### src/sie_pkg.sv
// Shared types and constants of the sorted information-element store editor.
`default_nettype none

package sie_pkg;

    localparam int STORE_BYTES_DEF = 1024;
    localparam int STAGE_DEPTH     = 257;

    typedef enum logic [1:0] {
        OP_ADD    = 2'd0,
        OP_REMOVE = 2'd1,
        OP_READ   = 2'd2,
        OP_NONE   = 2'd3
    } op_t;

    typedef enum logic [1:0] {
        STAT_OK        = 2'd0,
        STAT_NO_ROOM   = 2'd1,
        STAT_MALFORMED = 2'd2,
        STAT_BEYOND    = 2'd3
    } status_t;

    typedef enum logic [1:0] {
        CMD_HOLD,
        CMD_ROT,
        CMD_INS,
        CMD_DEL
    } cell_cmd_t;

    typedef struct packed {
        cell_cmd_t  cmd;
        logic [7:0] ins_byte;
    } cell_ctrl_t;

    typedef enum logic [2:0] {
        ST_IDLE,
        ST_ALIGN,
        ST_SCAN,
        ST_SKIP,
        ST_DEL,
        ST_INS,
        ST_INS_ROT,
        ST_SEEK
    } state_t;

endpackage

`default_nettype wire

### src/sie_cell.sv
// One byte cell of the element ring: rotates, opens a gap or closes one.
`default_nettype none

module sie_cell #(
    parameter int IDX = 0,
    parameter int UW  = 11
) (
    input  wire                    aclk,
    input  sie_pkg::cell_ctrl_t    ctrl,
    input  wire  [UW-1:0]          lim,
    input  wire  [7:0]             prev_q,
    input  wire  [7:0]             next_q,
    output logic [7:0]             q
);
    import sie_pkg::*;

    localparam logic [UW:0] POS  = (UW+1)'(IDX);
    localparam logic [UW:0] POS1 = (UW+1)'(IDX + 1);

    logic [7:0] data_reg;
    logic [7:0] data_next;

    // lim is the count of stored bytes from the tap cell up to the end of the store.
    always_comb begin
        data_next = data_reg;
        unique case (ctrl.cmd)
            CMD_HOLD: data_next = data_reg;
            CMD_ROT:  data_next = next_q;
            CMD_INS: begin
                if (IDX == 0) begin
                    data_next = ctrl.ins_byte;
                end else if (POS <= {1'b0, lim}) begin
                    data_next = prev_q;
                end
            end
            CMD_DEL: begin
                if (POS1 < {1'b0, lim}) begin
                    data_next = next_q;
                end
            end
        endcase
    end

    always_ff @(posedge aclk) begin
        data_reg <= data_next;
    end

    assign q = data_reg;

endmodule

`default_nettype wire

### config.mk
export PLATFORM = sky130hd
export DESIGN_NAME = sie_cell
export DESIGN_NICKNAME = d
export VERILOG_FILES = /design/src/sie_pkg.sv /design/src/sie_cell.sv
export SDC_FILE = /design/constraint.sdc
export NUM_CORES = 1
export LEC_CHECK = 0
export ABC_AREA = 1
export BUFFER_PORTS_ARGS = -buffer_cell sky130_fd_sc_hd__buf_2
export CAP_MARGIN = 40
export CORE_UTILIZATION = 25
export CTS_CLUSTER_SIZE = 12
export DETAILED_ROUTE_END_ITERATION = 8
export PLACE_DENSITY = 0.72
export SYNTH_ARGS = -nofsm -noshare
export SYNTH_HDL_FRONTEND = slang
export SYNTH_SLANG_ARGS = --single-unit
### constraint.sdc
create_clock -name aclk -period 2.3 [get_ports aclk]
set_clock_uncertainty 0.2 [all_clocks]
set_input_delay 0.575 -clock aclk [delete_from_list [all_inputs] [get_ports aclk]]
set_output_delay 0.575 -clock aclk [all_outputs]
set_load 0.05 [all_outputs]
== After elaboration in Yosys (flattened, before gate mapping) ==
Index checks and enable logic that the tools add are counted.
Cells by class
  reduce and logical (&&, ||, !) cells: 2
  bitwise logic cells: 1
  order comparisons: 1
  eq/ne operators: 4
  multiplexer cells: 2
Operators by type and width (number)
  $pmux 8 s3: 1
  $lt 1x11->1 const A: 1
  $mux 8: 1
  $eq 2x2->1 const B: 2
  $eq 2x1->1 const B: 1
  $logic_not 2->1: 1
  $ne 2x2->1 const B: 1
  $reduce_and 2->1: 1
  $not 1->1: 1
Word-level totals
  register bits: 8
  word-level logic and storage cells: 11

== Logic depth before layout (Yosys ltp) ==
Gate-level depths: netlist of the first run.
  depth in word-level cells: 3
  mapped depth: 4
  depth with buffers taken out: 4

== Worst setup path after synthesis of the first run ==
Ideal clock, no wire load.
  path type: in2reg
  start point: input port ctrl[9] (netlist bit)
  end point: register data_reg[0] (netlist: q[0]), enable pin
  library setup time: 0.375 ns
  buffers on the path: 1
  stages on the path: 4
  path slack: 0.451 ns
  arrival time: 1.274 ns
  data required time: 1.725 ns
  cells stage by stage: buf_4 nand2_1 nor3_1 a21oi_1
On the way
  word-level cells in the longest chain between the ends: 3
RTL lines
  from (decl): RTL line sie_cell.sv:9  | input sie_pkg::cell_ctrl_t ctrl,
  $eq 2x2->1 or $logic_not 2->1 (tied branches): RTL line sie_cell.sv:26  | unique case (ctrl.cmd)
  $ne 2x2->1 (no line) or $not 1->1 (tied branches)
  $reduce_and 2->1 (no line) (*)
  to (signal assigned): RTL line sie_cell.sv:45  | data_reg <= data_next;
  to (decl): RTL line sie_cell.sv:20  | logic [7:0] data_reg;
Mark *: on every way between the ends. The rest lies on a longest branch, timed or not.
A chain may end at the register's enable or synchronous reset.

== Worst setup path in the final report of the first run ==
  start point: input port ctrl[9] (netlist bit)
  end point: register data_reg[2] (netlist: q[2]), enable pin
The elaborated chain is that of the path after synthesis.

==> metrics.txt, run 1 <==
# TYPE chip_impl_metric gauge
chip_impl_metric{name="final_hold_viol_count",unit=""} 0
chip_impl_metric{name="postSynthNetCount",unit=""} 84
chip_impl_metric{name="grt_max_degree",unit=""} 12
chip_impl_metric{name="largest_register_ff_count",unit=""} 8
chip_impl_metric{name="n_fill_cell",unit=""} 166
chip_impl_metric{name="yosysUniqueCellTypes",unit=""} 8
chip_impl_metric{name="routed_via_density",unit=""} 4.49
chip_impl_info{name="most-common-layout-cells",value="buf_2, nand2_1, nand3_1, edfxtp_1, nor2_1"} 1
chip_impl_info{name="critical_path.startpoint_type",value="input port"} 1
chip_impl_info{name="setup_repair_after_global_routing_missed_its_margin",value="no"} 1
chip_impl_metric{name="htreeDepth",unit=""} 1
chip_impl_metric{name="pin_count",unit=""} 46
chip_impl_metric{name="postSynthCellCount",unit=""} 46
chip_impl_metric{name="synth_top_area_share",unit="%"} 60.2
chip_impl_metric{name="final-max-slew-violation-count",unit=""} 0
chip_impl_metric{name="cts_hold_buffers",unit=""} 0
chip_impl_metric{name="max_slew.worst_pin.slew",unit="ps"} 791
chip_impl_info{name="clock_tree_from_tritoncts",value="yes"} 1
chip_impl_metric{name="antennaDiodeCount",unit=""} 0
chip_impl_metric{name="first_pass_iters",unit=""} 2
chip_impl_metric{name="cap_violations",unit=""} 0
chip_impl_metric{name="max_slew_margin",unit="%"} 47.3
chip_impl_metric{name="avgRoutedWirePerCell",unit="µm"} 9.98
chip_impl_metric{name="fin_crit_sh",unit="%"} 78.8
chip_impl_info{name="critical_path.endpoint_type",value="flop"} 1
chip_impl_metric{name="post-cts-setup-buffers",unit=""} 0
chip_impl_info{name="leading_post_synthesis_cells_by_cell_area",value="edfxtp_1, nand2_1, nand3_1"} 1
chip_impl_metric{name="p_per_area",unit="nW/µm²"} 665
chip_impl_metric{name="numPortBuffers",unit=""} 36
chip_impl_metric{name="preCtsSetupSlack",unit="ps"} 203
chip_impl_metric{name="p_total",unit="µW"} 409
chip_impl_metric{name="floorplan.rows",unit=""} 14
chip_impl_info{name="grt.busiest_layer",value="met2"} 1
chip_impl_info{name="cp_slowest_cell",value="a21oi_1"} 1
chip_impl_metric{name="initial_core_util",unit="%"} 26.5
chip_impl_info{name="mostFrequentLayoutCell",value="buf_2"} 1
chip_impl_metric{name="grt.met2_usage",unit="%"} 22.2
chip_impl_metric{name="vias_in_the_first_global_route",unit=""} 442
chip_impl_metric{name="dp.cells",unit=""} 97
chip_impl_metric{name="min_delay_path_depth",unit=""} 3
chip_impl_info{name="worstHoldEndpoint",value="q[7]"} 1
chip_impl_metric{name="drt_first_iter_violations",unit=""} 4
chip_impl_metric{name="cts_max_path_buffers",unit=""} 2
chip_impl_info{name="cts-root-buf",value="clkbuf_4"} 1
chip_impl_metric{name="dieArea",unit="µm²"} 1760
chip_impl_metric{name="routed-via-count",unit=""} 449
chip_impl_metric{name="area_delta_synth_final",unit="%"} 53.9
chip_impl_metric{name="cts-resized-gates",unit=""} 0
chip_impl_metric{name="routed_wl",unit="µm"} 998
chip_impl_metric{name="ys_seq_elements",unit=""} 8
chip_impl_metric{name="use_met1",unit="%"} 13.2
chip_impl_metric{name="fmax",unit="MHz"} 552
chip_impl_info{name="path_delay_family",value="compound AO/OA/AOI/OAI gates"} 1
chip_impl_metric{name="syn_area",unit="µm²"} 399
chip_impl_metric{name="cts_sinks",unit=""} 8
chip_impl_info{name="synth.largest_area_cell",value="edfxtp_1"} 1
chip_impl_metric{name="global_route_usage_over_all_layers",unit="%"} 13.6
chip_impl_metric{name="grt_first_pass_wirelength",unit="µm"} 1710
chip_impl_metric{name="finalNetCount",unit=""} 124
chip_impl_metric{name="final_hold_slack",unit="ps"} 393
chip_impl_metric{name="critical_path_arrival",unit="ps"} 1490
chip_impl_metric{name="global_route.usage.met3",unit="%"} 5.22
chip_impl_metric{name="cts-buffers-inserted",unit=""} 3
chip_impl_metric{name="critical_path_cell_count",unit=""} 4
chip_impl_info{name="worst_hold_startpoint",value="next_q[7]"} 1
chip_impl_metric{name="coreArea",unit="µm²"} 1510
chip_impl_metric{name="final_antenna_net_count",unit=""} 0
chip_impl_metric{name="period_needed",unit="ps"} 1810
chip_impl_metric{name="gp_routability_congestion",unit=""} 0.793
chip_impl_metric{name="die_span_y",unit="µm"} 42.0
chip_impl_info{name="status",value="completed"} 1
chip_impl_metric{name="fin_cells",unit=""} 100
chip_impl_metric{name="sum_of_negative_setup_slack",unit="ps"} 0
chip_impl_metric{name="seq_area_frac_synth",unit="%"} 60.2
chip_impl_metric{name="setup-violations-final",unit=""} 0
chip_impl_metric{name="worst_slack",unit="ps"} 488
chip_impl_metric{name="crit_buf_inv",unit=""} 1
chip_impl_metric{name="final_layout_size_suffix_gt1_share",unit="%"} 47.6
chip_impl_metric{name="synth.yosys.warnings",unit=""} 0
chip_impl_metric{name="synth.avg_cell_area",unit="µm²"} 8.68
chip_impl_metric{name="cts.reportedPaths.clkPinSlew",unit="ps"} 50
chip_impl_metric{name="die-width",unit="µm"} 42.0
chip_impl_metric{name="antenna_found_initial",unit=""} 0
chip_impl_metric{name="vdd_drop_max",unit="mV"} 0.152
chip_impl_info{name="critPathKind",value="in2reg"} 1
chip_impl_metric{name="drcViolationCount",unit=""} 0
chip_impl_metric{name="cp_slowest_stage_delay",unit="ps"} 630
chip_impl_metric{name="leakage",unit="nW"} 0.329
chip_impl_metric{name="worstPathMaxFanout",unit=""} 11
chip_impl_info{name="crit_path_start",value="ctrl[9]"} 1
chip_impl_info{name="cp_cell_sequence",value="buf_2, nand2_1, nor3_1, a21oi_1"} 1
chip_impl_info{name="timing.hold.worst.class",value="in2reg"} 1
chip_impl_metric{name="required",unit="ps"} 1980
chip_impl_metric{name="overflow",unit=""} 0
-- report_power, final --
part | internal, mW | switching [mW]
sequential | 0.180 | 0.00300
combinational | 0.0348 | 0.0867
clock | 0.0595 | 0.0448
-- worst max-delay path by stage --
stage	end	slack, ps
6_report	q[2]	490
3_3_place_gp	q[2]	270
5_1_grt	q[2]	400
2_1_floorplan	q[0]	450
3_5_place_dp	q[2]	200
4_1_cts	q[2]	470
-- tightest hold or removal path, cell delays in order --
cell and delay, ps:
buf_2 80, nand2_1 40, nand2_1 40
-- per-layer routing --
layer | routed length (µm) | part of all wire (%)
met5 | 0 | 0
met4 | 27 | 2.7
met3 | 89 | 8.9
met2 | 467 | 47
met1 | 414 | 41
-- synthesized netlist by cell type --
cell type  number
nand3_1         8
buf_4           1
edfxtp_1        8
a21oi_1         1
nor3_1          1
nor2_1          6
nand2_1        20
inv_2           1
-- cell type report --
| type | count | area, µm² | share of cell area, % |
|---|---|---|---|
| flip-flops and latches | 8 | 240 | 39.1 |
| inverters | 1 | 3.75 | 0.611 |
| multi-input cells | 36 | 148 | 24.0 |
| clock buffers | 3 | 22.5 | 3.67 |
| well taps | 16 | 20.0 | 3.26 |
| repair buffers | 36 | 180 | 29.3 |
-- logic make-up after synthesis --
family                 count (synthesis)  synth area share (%)
buffers and inverters                  2                  2.82
AND/OR/NAND/NOR                       35                  35.7
AO/OA/AOI/OAI                          1                  1.25
flip-flops                             8                  60.2
-- through the flow --
stage / area [µm²] / util [%]
floorplan: 399 / -
global placement: 592 / 39.3
detailed placement: 592 / 39.3
CTS: 614 / 40.8
global route: 614 / 40.8
finish: 614 / 40.8
No activity file was read; power rests on OpenSTA's default activity.
==> inputs of run 2 (changes only) <==
--- a/config.mk
+++ b/config.mk
@@ -5,13 +5,13 @@
 export SDC_FILE = /design/constraint.sdc
 export NUM_CORES = 1
 export LEC_CHECK = 0
-export ABC_AREA = 1
+export ABC_AREA = 0
 export BUFFER_PORTS_ARGS = -buffer_cell sky130_fd_sc_hd__buf_2
 export CAP_MARGIN = 40
 export CORE_UTILIZATION = 25
 export CTS_CLUSTER_SIZE = 12
 export DETAILED_ROUTE_END_ITERATION = 8
-export PLACE_DENSITY = 0.72
+export PLACE_DENSITY = 0.73
 export SYNTH_ARGS = -nofsm -noshare
 export SYNTH_HDL_FRONTEND = slang
 export SYNTH_SLANG_ARGS = --single-unit
==> constraint.sdc (replaced) <==
create_clock -name aclk -period 1.64 [get_ports aclk]
set_clock_uncertainty 0.2 [all_clocks]
set_input_delay 0.41 -clock aclk [delete_from_list [all_inputs] [get_ports aclk]]
set_output_delay 0.41 -clock aclk [all_outputs]
set_load 0.05 [all_outputs]
==> run 2 against run 1 <==
Cell count shrank 23%. Sequential cell count is the same. Area after synthesis grew 5.0%. Die area grew 4.8%. Sequential share of layout area shrank 1.0 points. Count of clock-buffer cells in the layout is the same. Critical path depth shrank 3. Cell area grew 2.6%. Worst hold slack lost 130 ps. Clock power grew 40%. Synthesized cell count shrank 50%. Setup slack lost 290 ps.
==> metrics.txt, run 2 <==
# TYPE chip_impl_metric gauge
chip_impl_info{name="most-common-layout-cells",value="buf_2, mux2_4, edfxtp_1, clkbuf_4"} 1
chip_impl_metric{name="sum_of_negative_setup_slack",unit="ps"} 0
chip_impl_metric{name="placed_cell_area",unit="µm²"} 608
chip_impl_metric{name="clkPwrFrac",unit="%"} 25.2
chip_impl_info{name="mostFrequentLayoutCell",value="buf_2"} 1
chip_impl_metric{name="final_hold_viol_count",unit=""} 0
chip_impl_metric{name="postSynthCellCount",unit=""} 23
chip_impl_info{name="critical_path.endpoint_type",value="primary output"} 1
chip_impl_metric{name="grt_first_pass_wirelength",unit="µm"} 1370
chip_impl_info{name="cp_slowest_cell",value="edfxtp_1"} 1
chip_impl_info{name="cp_cell_sequence",value="buf_2"} 1
chip_impl_metric{name="largest_register_ff_count",unit=""} 8
chip_impl_metric{name="final-max-slew-violation-count",unit=""} 0
chip_impl_metric{name="cts_max_path_buffers",unit=""} 2
chip_impl_metric{name="grt_max_degree",unit=""} 9
chip_impl_metric{name="htreeDepth",unit=""} 1
chip_impl_metric{name="vdd_drop_max",unit="mV"} 0.347
chip_impl_info{name="synth.largest_area_cell",value="edfxtp_1"} 1
chip_impl_metric{name="dieArea",unit="µm²"} 1840
chip_impl_info{name="combinational_family_with_the_most_area_after_synthesis",value="multiplexers"} 1
chip_impl_metric{name="max_slew.worst_pin.slew",unit="ps"} 361
chip_impl_metric{name="cts_sinks",unit=""} 8
chip_impl_metric{name="postSynthNetCount",unit=""} 61
chip_impl_metric{name="initial_core_util",unit="%"} 27.2
chip_impl_info{name="path_delay_family",value="flip-flops"} 1
chip_impl_metric{name="worstPathMaxFanout",unit=""} 1
chip_impl_metric{name="synth_top_area_share",unit="%"} 57.3
chip_impl_metric{name="vias_in_the_first_global_route",unit=""} 316
chip_impl_info{name="worst_hold_startpoint",value="next_q[0]"} 1
chip_impl_metric{name="cts-buffers-inserted",unit=""} 3
chip_impl_metric{name="fin_crit_sh",unit="%"} 88.1
chip_impl_metric{name="cts.reportedPaths.clkPinSlew",unit="ps"} 50
chip_impl_info{name="critPathKind",value="reg2out"} 1
chip_impl_metric{name="die_span_y",unit="µm"} 42.9
chip_impl_info{name="ys_dominant_reg_cell",value="edfxtp_1"} 1
chip_impl_metric{name="drcViolationCount",unit=""} 0
chip_impl_metric{name="cp_slowest_stage_delay",unit="ps"} 330
chip_impl_metric{name="fmax",unit="MHz"} 692
chip_impl_info{name="post_synth_most_frequent_cells",value="edfxtp_1, mux2_4"} 1
chip_impl_metric{name="synth_compound_gate_area_share",unit="%"} 1.79
chip_impl_metric{name="syn_area",unit="µm²"} 419
chip_impl_metric{name="numPortBuffers",unit=""} 36
chip_impl_metric{name="ys_seq_elements",unit=""} 8
chip_impl_metric{name="sw_frac_of_total",unit="%"} 30.9
chip_impl_metric{name="yosysUniqueCellTypes",unit=""} 9
chip_impl_metric{name="cts-resized-gates",unit=""} 0
chip_impl_metric{name="first_pass_iters",unit=""} 2
chip_impl_metric{name="p_switching",unit="µW"} 178
chip_impl_info{name="status",value="completed"} 1
chip_impl_metric{name="fin_cells",unit=""} 77
chip_impl_metric{name="floorplan.rows",unit=""} 14
chip_impl_metric{name="power.share.sequential",unit="%"} 44.4
chip_impl_info{name="cts-root-buf",value="clkbuf_4"} 1
chip_impl_metric{name="synth.avg_cell_area",unit="µm²"} 18.2
chip_impl_metric{name="synth_simple_gate_area_share",unit="%"} 9.55
chip_impl_metric{name="cap_violations",unit=""} 0
chip_impl_metric{name="drt_first_iter_violations",unit=""} 6
chip_impl_metric{name="max_slew_margin",unit="%"} 75.9
chip_impl_metric{name="final_layout_size_suffix_gt1_share",unit="%"} 78.7
chip_impl_metric{name="die-width",unit="µm"} 42.9
chip_impl_metric{name="share_of_total_power_in_combinational_logic",unit="%"} 30.3
chip_impl_metric{name="synthAdderAreaFrac",unit="%"} 0
chip_impl_metric{name="post-cts-setup-buffers",unit=""} 0
chip_impl_metric{name="required",unit="ps"} 1030
chip_impl_metric{name="routed_wl",unit="µm"} 817
chip_impl_metric{name="coreArea",unit="µm²"} 1540
chip_impl_metric{name="antennaDiodeCount",unit=""} 0
chip_impl_info{name="setup_repair_after_global_routing_missed_its_margin",value="no"} 1
chip_impl_metric{name="place_hpwl",unit="µm"} 739
chip_impl_metric{name="n_fill_cell",unit=""} 148
chip_impl_metric{name="final_antenna_net_count",unit=""} 0
chip_impl_metric{name="async_flop_share",unit="%"} 0
chip_impl_metric{name="synth.yosys.warnings",unit=""} 0
chip_impl_metric{name="final_hold_slack",unit="ps"} 260
chip_impl_metric{name="avgRoutedWirePerCell",unit="µm"} 10.6
chip_impl_metric{name="critical_path_arrival",unit="ps"} 840
chip_impl_metric{name="routed-via-count",unit=""} 339
chip_impl_info{name="crit_path_start",value="q[3]"} 1
chip_impl_info{name="leading_post_synthesis_cells_by_cell_area",value="edfxtp_1, mux2_4, nor2b_4"} 1
chip_impl_info{name="critical_path.startpoint_type",value="flop"} 1
chip_impl_metric{name="global_route_usage_over_all_layers",unit="%"} 11.0
chip_impl_metric{name="setup-violations-final",unit=""} 0
chip_impl_metric{name="cts_hold_buffers",unit=""} 0
chip_impl_info{name="timing.hold.worst.class",value="in2reg"} 1
chip_impl_metric{name="crit_buf_inv",unit=""} 1
chip_impl_metric{name="dp.cells",unit=""} 74
chip_impl_metric{name="area_delta_synth_final",unit="%"} 50.4
chip_impl_metric{name="p_int",unit="µW"} 400
chip_impl_metric{name="routed_via_density",unit=""} 4.40
chip_impl_metric{name="seq_area_frac_synth",unit="%"} 57.3
chip_impl_metric{name="period_needed",unit="ps"} 1450
chip_impl_metric{name="gp_routability_congestion",unit=""} 0.710
chip_impl_metric{name="final_standard_cell_area_without_fillers",unit="µm²"} 631
chip_impl_metric{name="synth_enable_flop_cells",unit=""} 8
chip_impl_metric{name="yosys-mux-area-fraction",unit="%"} 28.7
chip_impl_metric{name="finalNetCount",unit=""} 101
chip_impl_info{name="clock_tree_from_tritoncts",value="yes"} 1
chip_impl_metric{name="pin_count",unit=""} 46
chip_impl_metric{name="overflow",unit=""} 0
chip_impl_metric{name="p_per_area",unit="nW/µm²"} 916
chip_impl_metric{name="leakage",unit="nW"} 0.308
chip_impl_metric{name="post_synthesis_share_of_cell_area_spent_on_xor_and_xnor_gates",unit="%"} 0
chip_impl_metric{name="antenna_found_initial",unit=""} 0
run 2: changes by cell type after synthesis, moves of 6 or more:
| cell | change |
|---|---|
| nand2_1 | -20 |
| mux2_4 | +8 |
| nor2_1 | -6 |
| nand3_1 | -8 |
run 2: through the flow:
stage	utilization, %	power [mW]	setup slack, ps
2_1_floorplan	-	0.382	174
3_3_place_gp	39.4	0.436	-10.0
3_5_place_dp	39.4	0.439	-30.8
4_1_cts	40.9	0.587	167
5_1_grt	40.9	0.606	136
6_report	40.9	0.578	194
run 2: final cells by class:
cell class	instances	area, µm²	share of cell area [%]
flip-flops and latches	8	240	38.1
repair buffers	36	180	28.6
clock buffers	3	22.5	3.57
multi-input cells	14	168	26.6
well taps	16	20.0	3.17
run 2: logic make-up after synthesis:
kind of cell,Yosys count
multiplexers,8
AO/OA/AOI/OAI,1
flip-flops,8
AND/OR/NAND/NOR,5
buffers and inverters,1
run 2: power groups by stage:
stage / registers (mW) / logic, mW / clock network, mW
floorplan: 0.342 / 0.0396 / 0
global placement: 0.261 / 0.175 / 0
detailed placement: 0.262 / 0.177 / 0
CTS: 0.258 / 0.177 / 0.152
global route: 0.259 / 0.185 / 0.162
finish: 0.257 / 0.175 / 0.146
run 2: path summary, 6_finish.rpt:
kind,to,slack [ps],cells past startpoint
max,q[3],190,1
min,q[0],260,2
run 2: routing by layer:
layer / vias up / wire length (µm) / global-route usage, %
met5: - / 0 / 0
met3: 0 / 123 / 5.53
met4: 0 / 0 / 7.27
met1: 134 / 348 / 12.3
met2: 37 / 345 / 16.4
li1: 168 / - / -
==> inputs of run 3 (changes only) <==
--- a/config.mk
+++ b/config.mk
@@ -8,6 +8,7 @@
 export ABC_AREA = 0
 export BUFFER_PORTS_ARGS = -buffer_cell sky130_fd_sc_hd__buf_2
 export CAP_MARGIN = 40
+export CORE_MARGIN = 4
 export CORE_UTILIZATION = 25
 export CTS_CLUSTER_SIZE = 12
 export DETAILED_ROUTE_END_ITERATION = 8
==> run 3 against run 2 <==
Die area is 30% higher. Utilization stayed put. First-iteration DRC count is 100% lower. Sequential share of layout area stayed put. Cell area stayed put. Cell count stayed put. Sequential cell count stayed put. Sequential power hardly changed. Combinational power hardly changed. Setup slack worse by 9.5 ps.
==> metrics.txt, run 3 (synthesis gave the netlist of run 2 again) <==
# TYPE chip_impl_metric gauge
chip_impl_info{name="status",value="completed"} 1
chip_impl_metric{name="cts_max_path_buffers",unit=""} 2
chip_impl_metric{name="period_needed",unit="ps"} 1460
chip_impl_info{name="most-common-layout-cells",value="buf_2, mux2_4, edfxtp_1, clkbuf_4"} 1
chip_impl_info{name="clock_tree_from_tritoncts",value="yes"} 1
chip_impl_info{name="mostFrequentLayoutCell",value="buf_2"} 1
chip_impl_metric{name="fin_cells",unit=""} 77
chip_impl_metric{name="die-width",unit="µm"} 48.9
chip_impl_metric{name="fmax",unit="MHz"} 687
chip_impl_metric{name="numPortBuffers",unit=""} 36
chip_impl_metric{name="min_delay_path_depth",unit=""} 2
chip_impl_metric{name="grt_first_pass_wirelength",unit="µm"} 1330
chip_impl_metric{name="cp_slowest_stage_delay",unit="ps"} 380
chip_impl_metric{name="htreeDepth",unit=""} 1
chip_impl_metric{name="dieArea",unit="µm²"} 2400
chip_impl_info{name="cp_cell_sequence",value="buf_2"} 1
chip_impl_metric{name="worstPathMaxFanout",unit=""} 1
chip_impl_metric{name="n_fill_cell",unit=""} 144
chip_impl_metric{name="max_slew.worst_pin.slew",unit="ps"} 333
chip_impl_metric{name="area_delta_synth_final",unit="%"} 50.4
chip_impl_metric{name="antennaDiodeCount",unit=""} 0
chip_impl_metric{name="die_span_y",unit="µm"} 48.9
chip_impl_metric{name="place_hpwl",unit="µm"} 826
chip_impl_metric{name="required",unit="ps"} 1030
chip_impl_metric{name="cts-resized-gates",unit=""} 0
chip_impl_metric{name="pin_count",unit=""} 46
chip_impl_metric{name="critical_path_cell_count",unit=""} 1
chip_impl_info{name="critPathKind",value="reg2out"} 1
chip_impl_metric{name="grt_max_degree",unit=""} 9
chip_impl_metric{name="post-cts-setup-buffers",unit=""} 0
chip_impl_info{name="path_delay_family",value="flip-flops"} 1
chip_impl_metric{name="first_pass_iters",unit=""} 1
chip_impl_info{name="setup_repair_after_global_routing_missed_its_margin",value="no"} 1
chip_impl_metric{name="critical_path_arrival",unit="ps"} 850
chip_impl_info{name="worstHoldEndpoint",value="q[0]"} 1
chip_impl_metric{name="global_route_usage_over_all_layers",unit="%"} 7.51
chip_impl_metric{name="overflow",unit=""} 0
chip_impl_metric{name="avgRoutedWirePerCell",unit="µm"} 11.2
chip_impl_metric{name="gp_routability_congestion",unit=""} 0.612
chip_impl_metric{name="finalNetCount",unit=""} 101
chip_impl_metric{name="cap_violations",unit=""} 0
chip_impl_metric{name="dp.cells",unit=""} 74
chip_impl_info{name="crit_path_start",value="q[0]"} 1
chip_impl_metric{name="fin_crit_sh",unit="%"} 88.7
chip_impl_info{name="cp_slowest_cell",value="edfxtp_1"} 1
chip_impl_metric{name="postLayoutCoreUtil",unit="%"} 40.9
chip_impl_metric{name="final_hold_viol_count",unit=""} 0
chip_impl_metric{name="antenna_found_initial",unit=""} 0
chip_impl_metric{name="setup-violations-final",unit=""} 0
chip_impl_info{name="critical_path.startpoint_type",value="flop"} 1
chip_impl_metric{name="final_layout_size_suffix_gt1_share",unit="%"} 78.7
chip_impl_metric{name="cts_hold_buffers",unit=""} 0
chip_impl_metric{name="routed_wl",unit="µm"} 864
chip_impl_metric{name="routed_via_density",unit=""} 4.39
chip_impl_metric{name="floorplan.rows",unit=""} 14
chip_impl_metric{name="final_hold_slack",unit="ps"} 267
chip_impl_metric{name="leakage",unit="nW"} 0.308
chip_impl_metric{name="cts_sinks",unit=""} 8
chip_impl_info{name="cts-root-buf",value="clkbuf_4"} 1
chip_impl_metric{name="vias_in_the_first_global_route",unit=""} 342
chip_impl_metric{name="final-max-slew-violation-count",unit=""} 0
chip_impl_info{name="worst_hold_startpoint",value="next_q[0]"} 1
chip_impl_metric{name="routed-via-count",unit=""} 338
chip_impl_metric{name="p_per_area",unit="nW/µm²"} 900
chip_impl_metric{name="crit_buf_inv",unit=""} 1
chip_impl_metric{name="cts.reportedPaths.clkPinSlew",unit="ps"} 50
chip_impl_metric{name="vdd_drop_max",unit="mV"} 0.347
chip_impl_metric{name="p_total",unit="µW"} 568
chip_impl_metric{name="drt_first_iter_violations",unit=""} 0
chip_impl_metric{name="coreArea",unit="µm²"} 1540
chip_impl_metric{name="drcViolationCount",unit=""} 0
chip_impl_info{name="critical_path.endpoint_type",value="primary output"} 1
chip_impl_metric{name="final_antenna_net_count",unit=""} 0
chip_impl_metric{name="max_slew_margin",unit="%"} 77.8
chip_impl_info{name="timing.hold.worst.class",value="in2reg"} 1
chip_impl_metric{name="largest_register_ff_count",unit=""} 8
chip_impl_metric{name="cts-buffers-inserted",unit=""} 3
chip_impl_metric{name="initial_core_util",unit="%"} 27.2
[run 3: cell counts in the layout (fill, tap and decap cells not counted)]
Identical to the previous run, type by type.
[run 3: worst max path at each step]
stage | end
floorplan | q[0]
global placement | q[7]
detailed placement | q[1]
CTS | q[0]
global route | q[6]
finish | q[0]
[run 3: power breakdown]
part           total, mW  switching [mW]  internal [mW]
sequential         0.258         0.00588          0.252
combinational      0.175           0.111         0.0647
clock              0.134          0.0518         0.0827
[run 3: final cells by class]
type | count | area (µm²) | area share, %
Multi-Input combinational cell | 14 | 168 | 26.6
Timing Repair Buffer | 36 | 180 | 28.6
Clock buffer | 3 | 22.5 | 3.57
Tap cell | 16 | 20.0 | 3.17
Sequential cell | 8 | 240 | 38.1
[run 3: metrics by stage]
step | worst slack (ps) | TNS [ps] | instance area, µm²
2_1_floorplan | 174 | 0 | 419
3_3_place_gp | -13.3 | -105 | 608
3_5_place_dp | -16.1 | -127 | 608
4_1_cts | 160 | 0 | 631
5_1_grt | 108 | 0 | 631
6_report | 185 | 0 | 631
[run 3: per-layer routing]
layer  share of wire (%)  track usage (%)  vias up
li1                    -                -      170
met1                  43             8.46      131
met2                  36             10.9       37
met3                  21             4.59        0
met4                   0             4.04        0
met5                   0                0        -
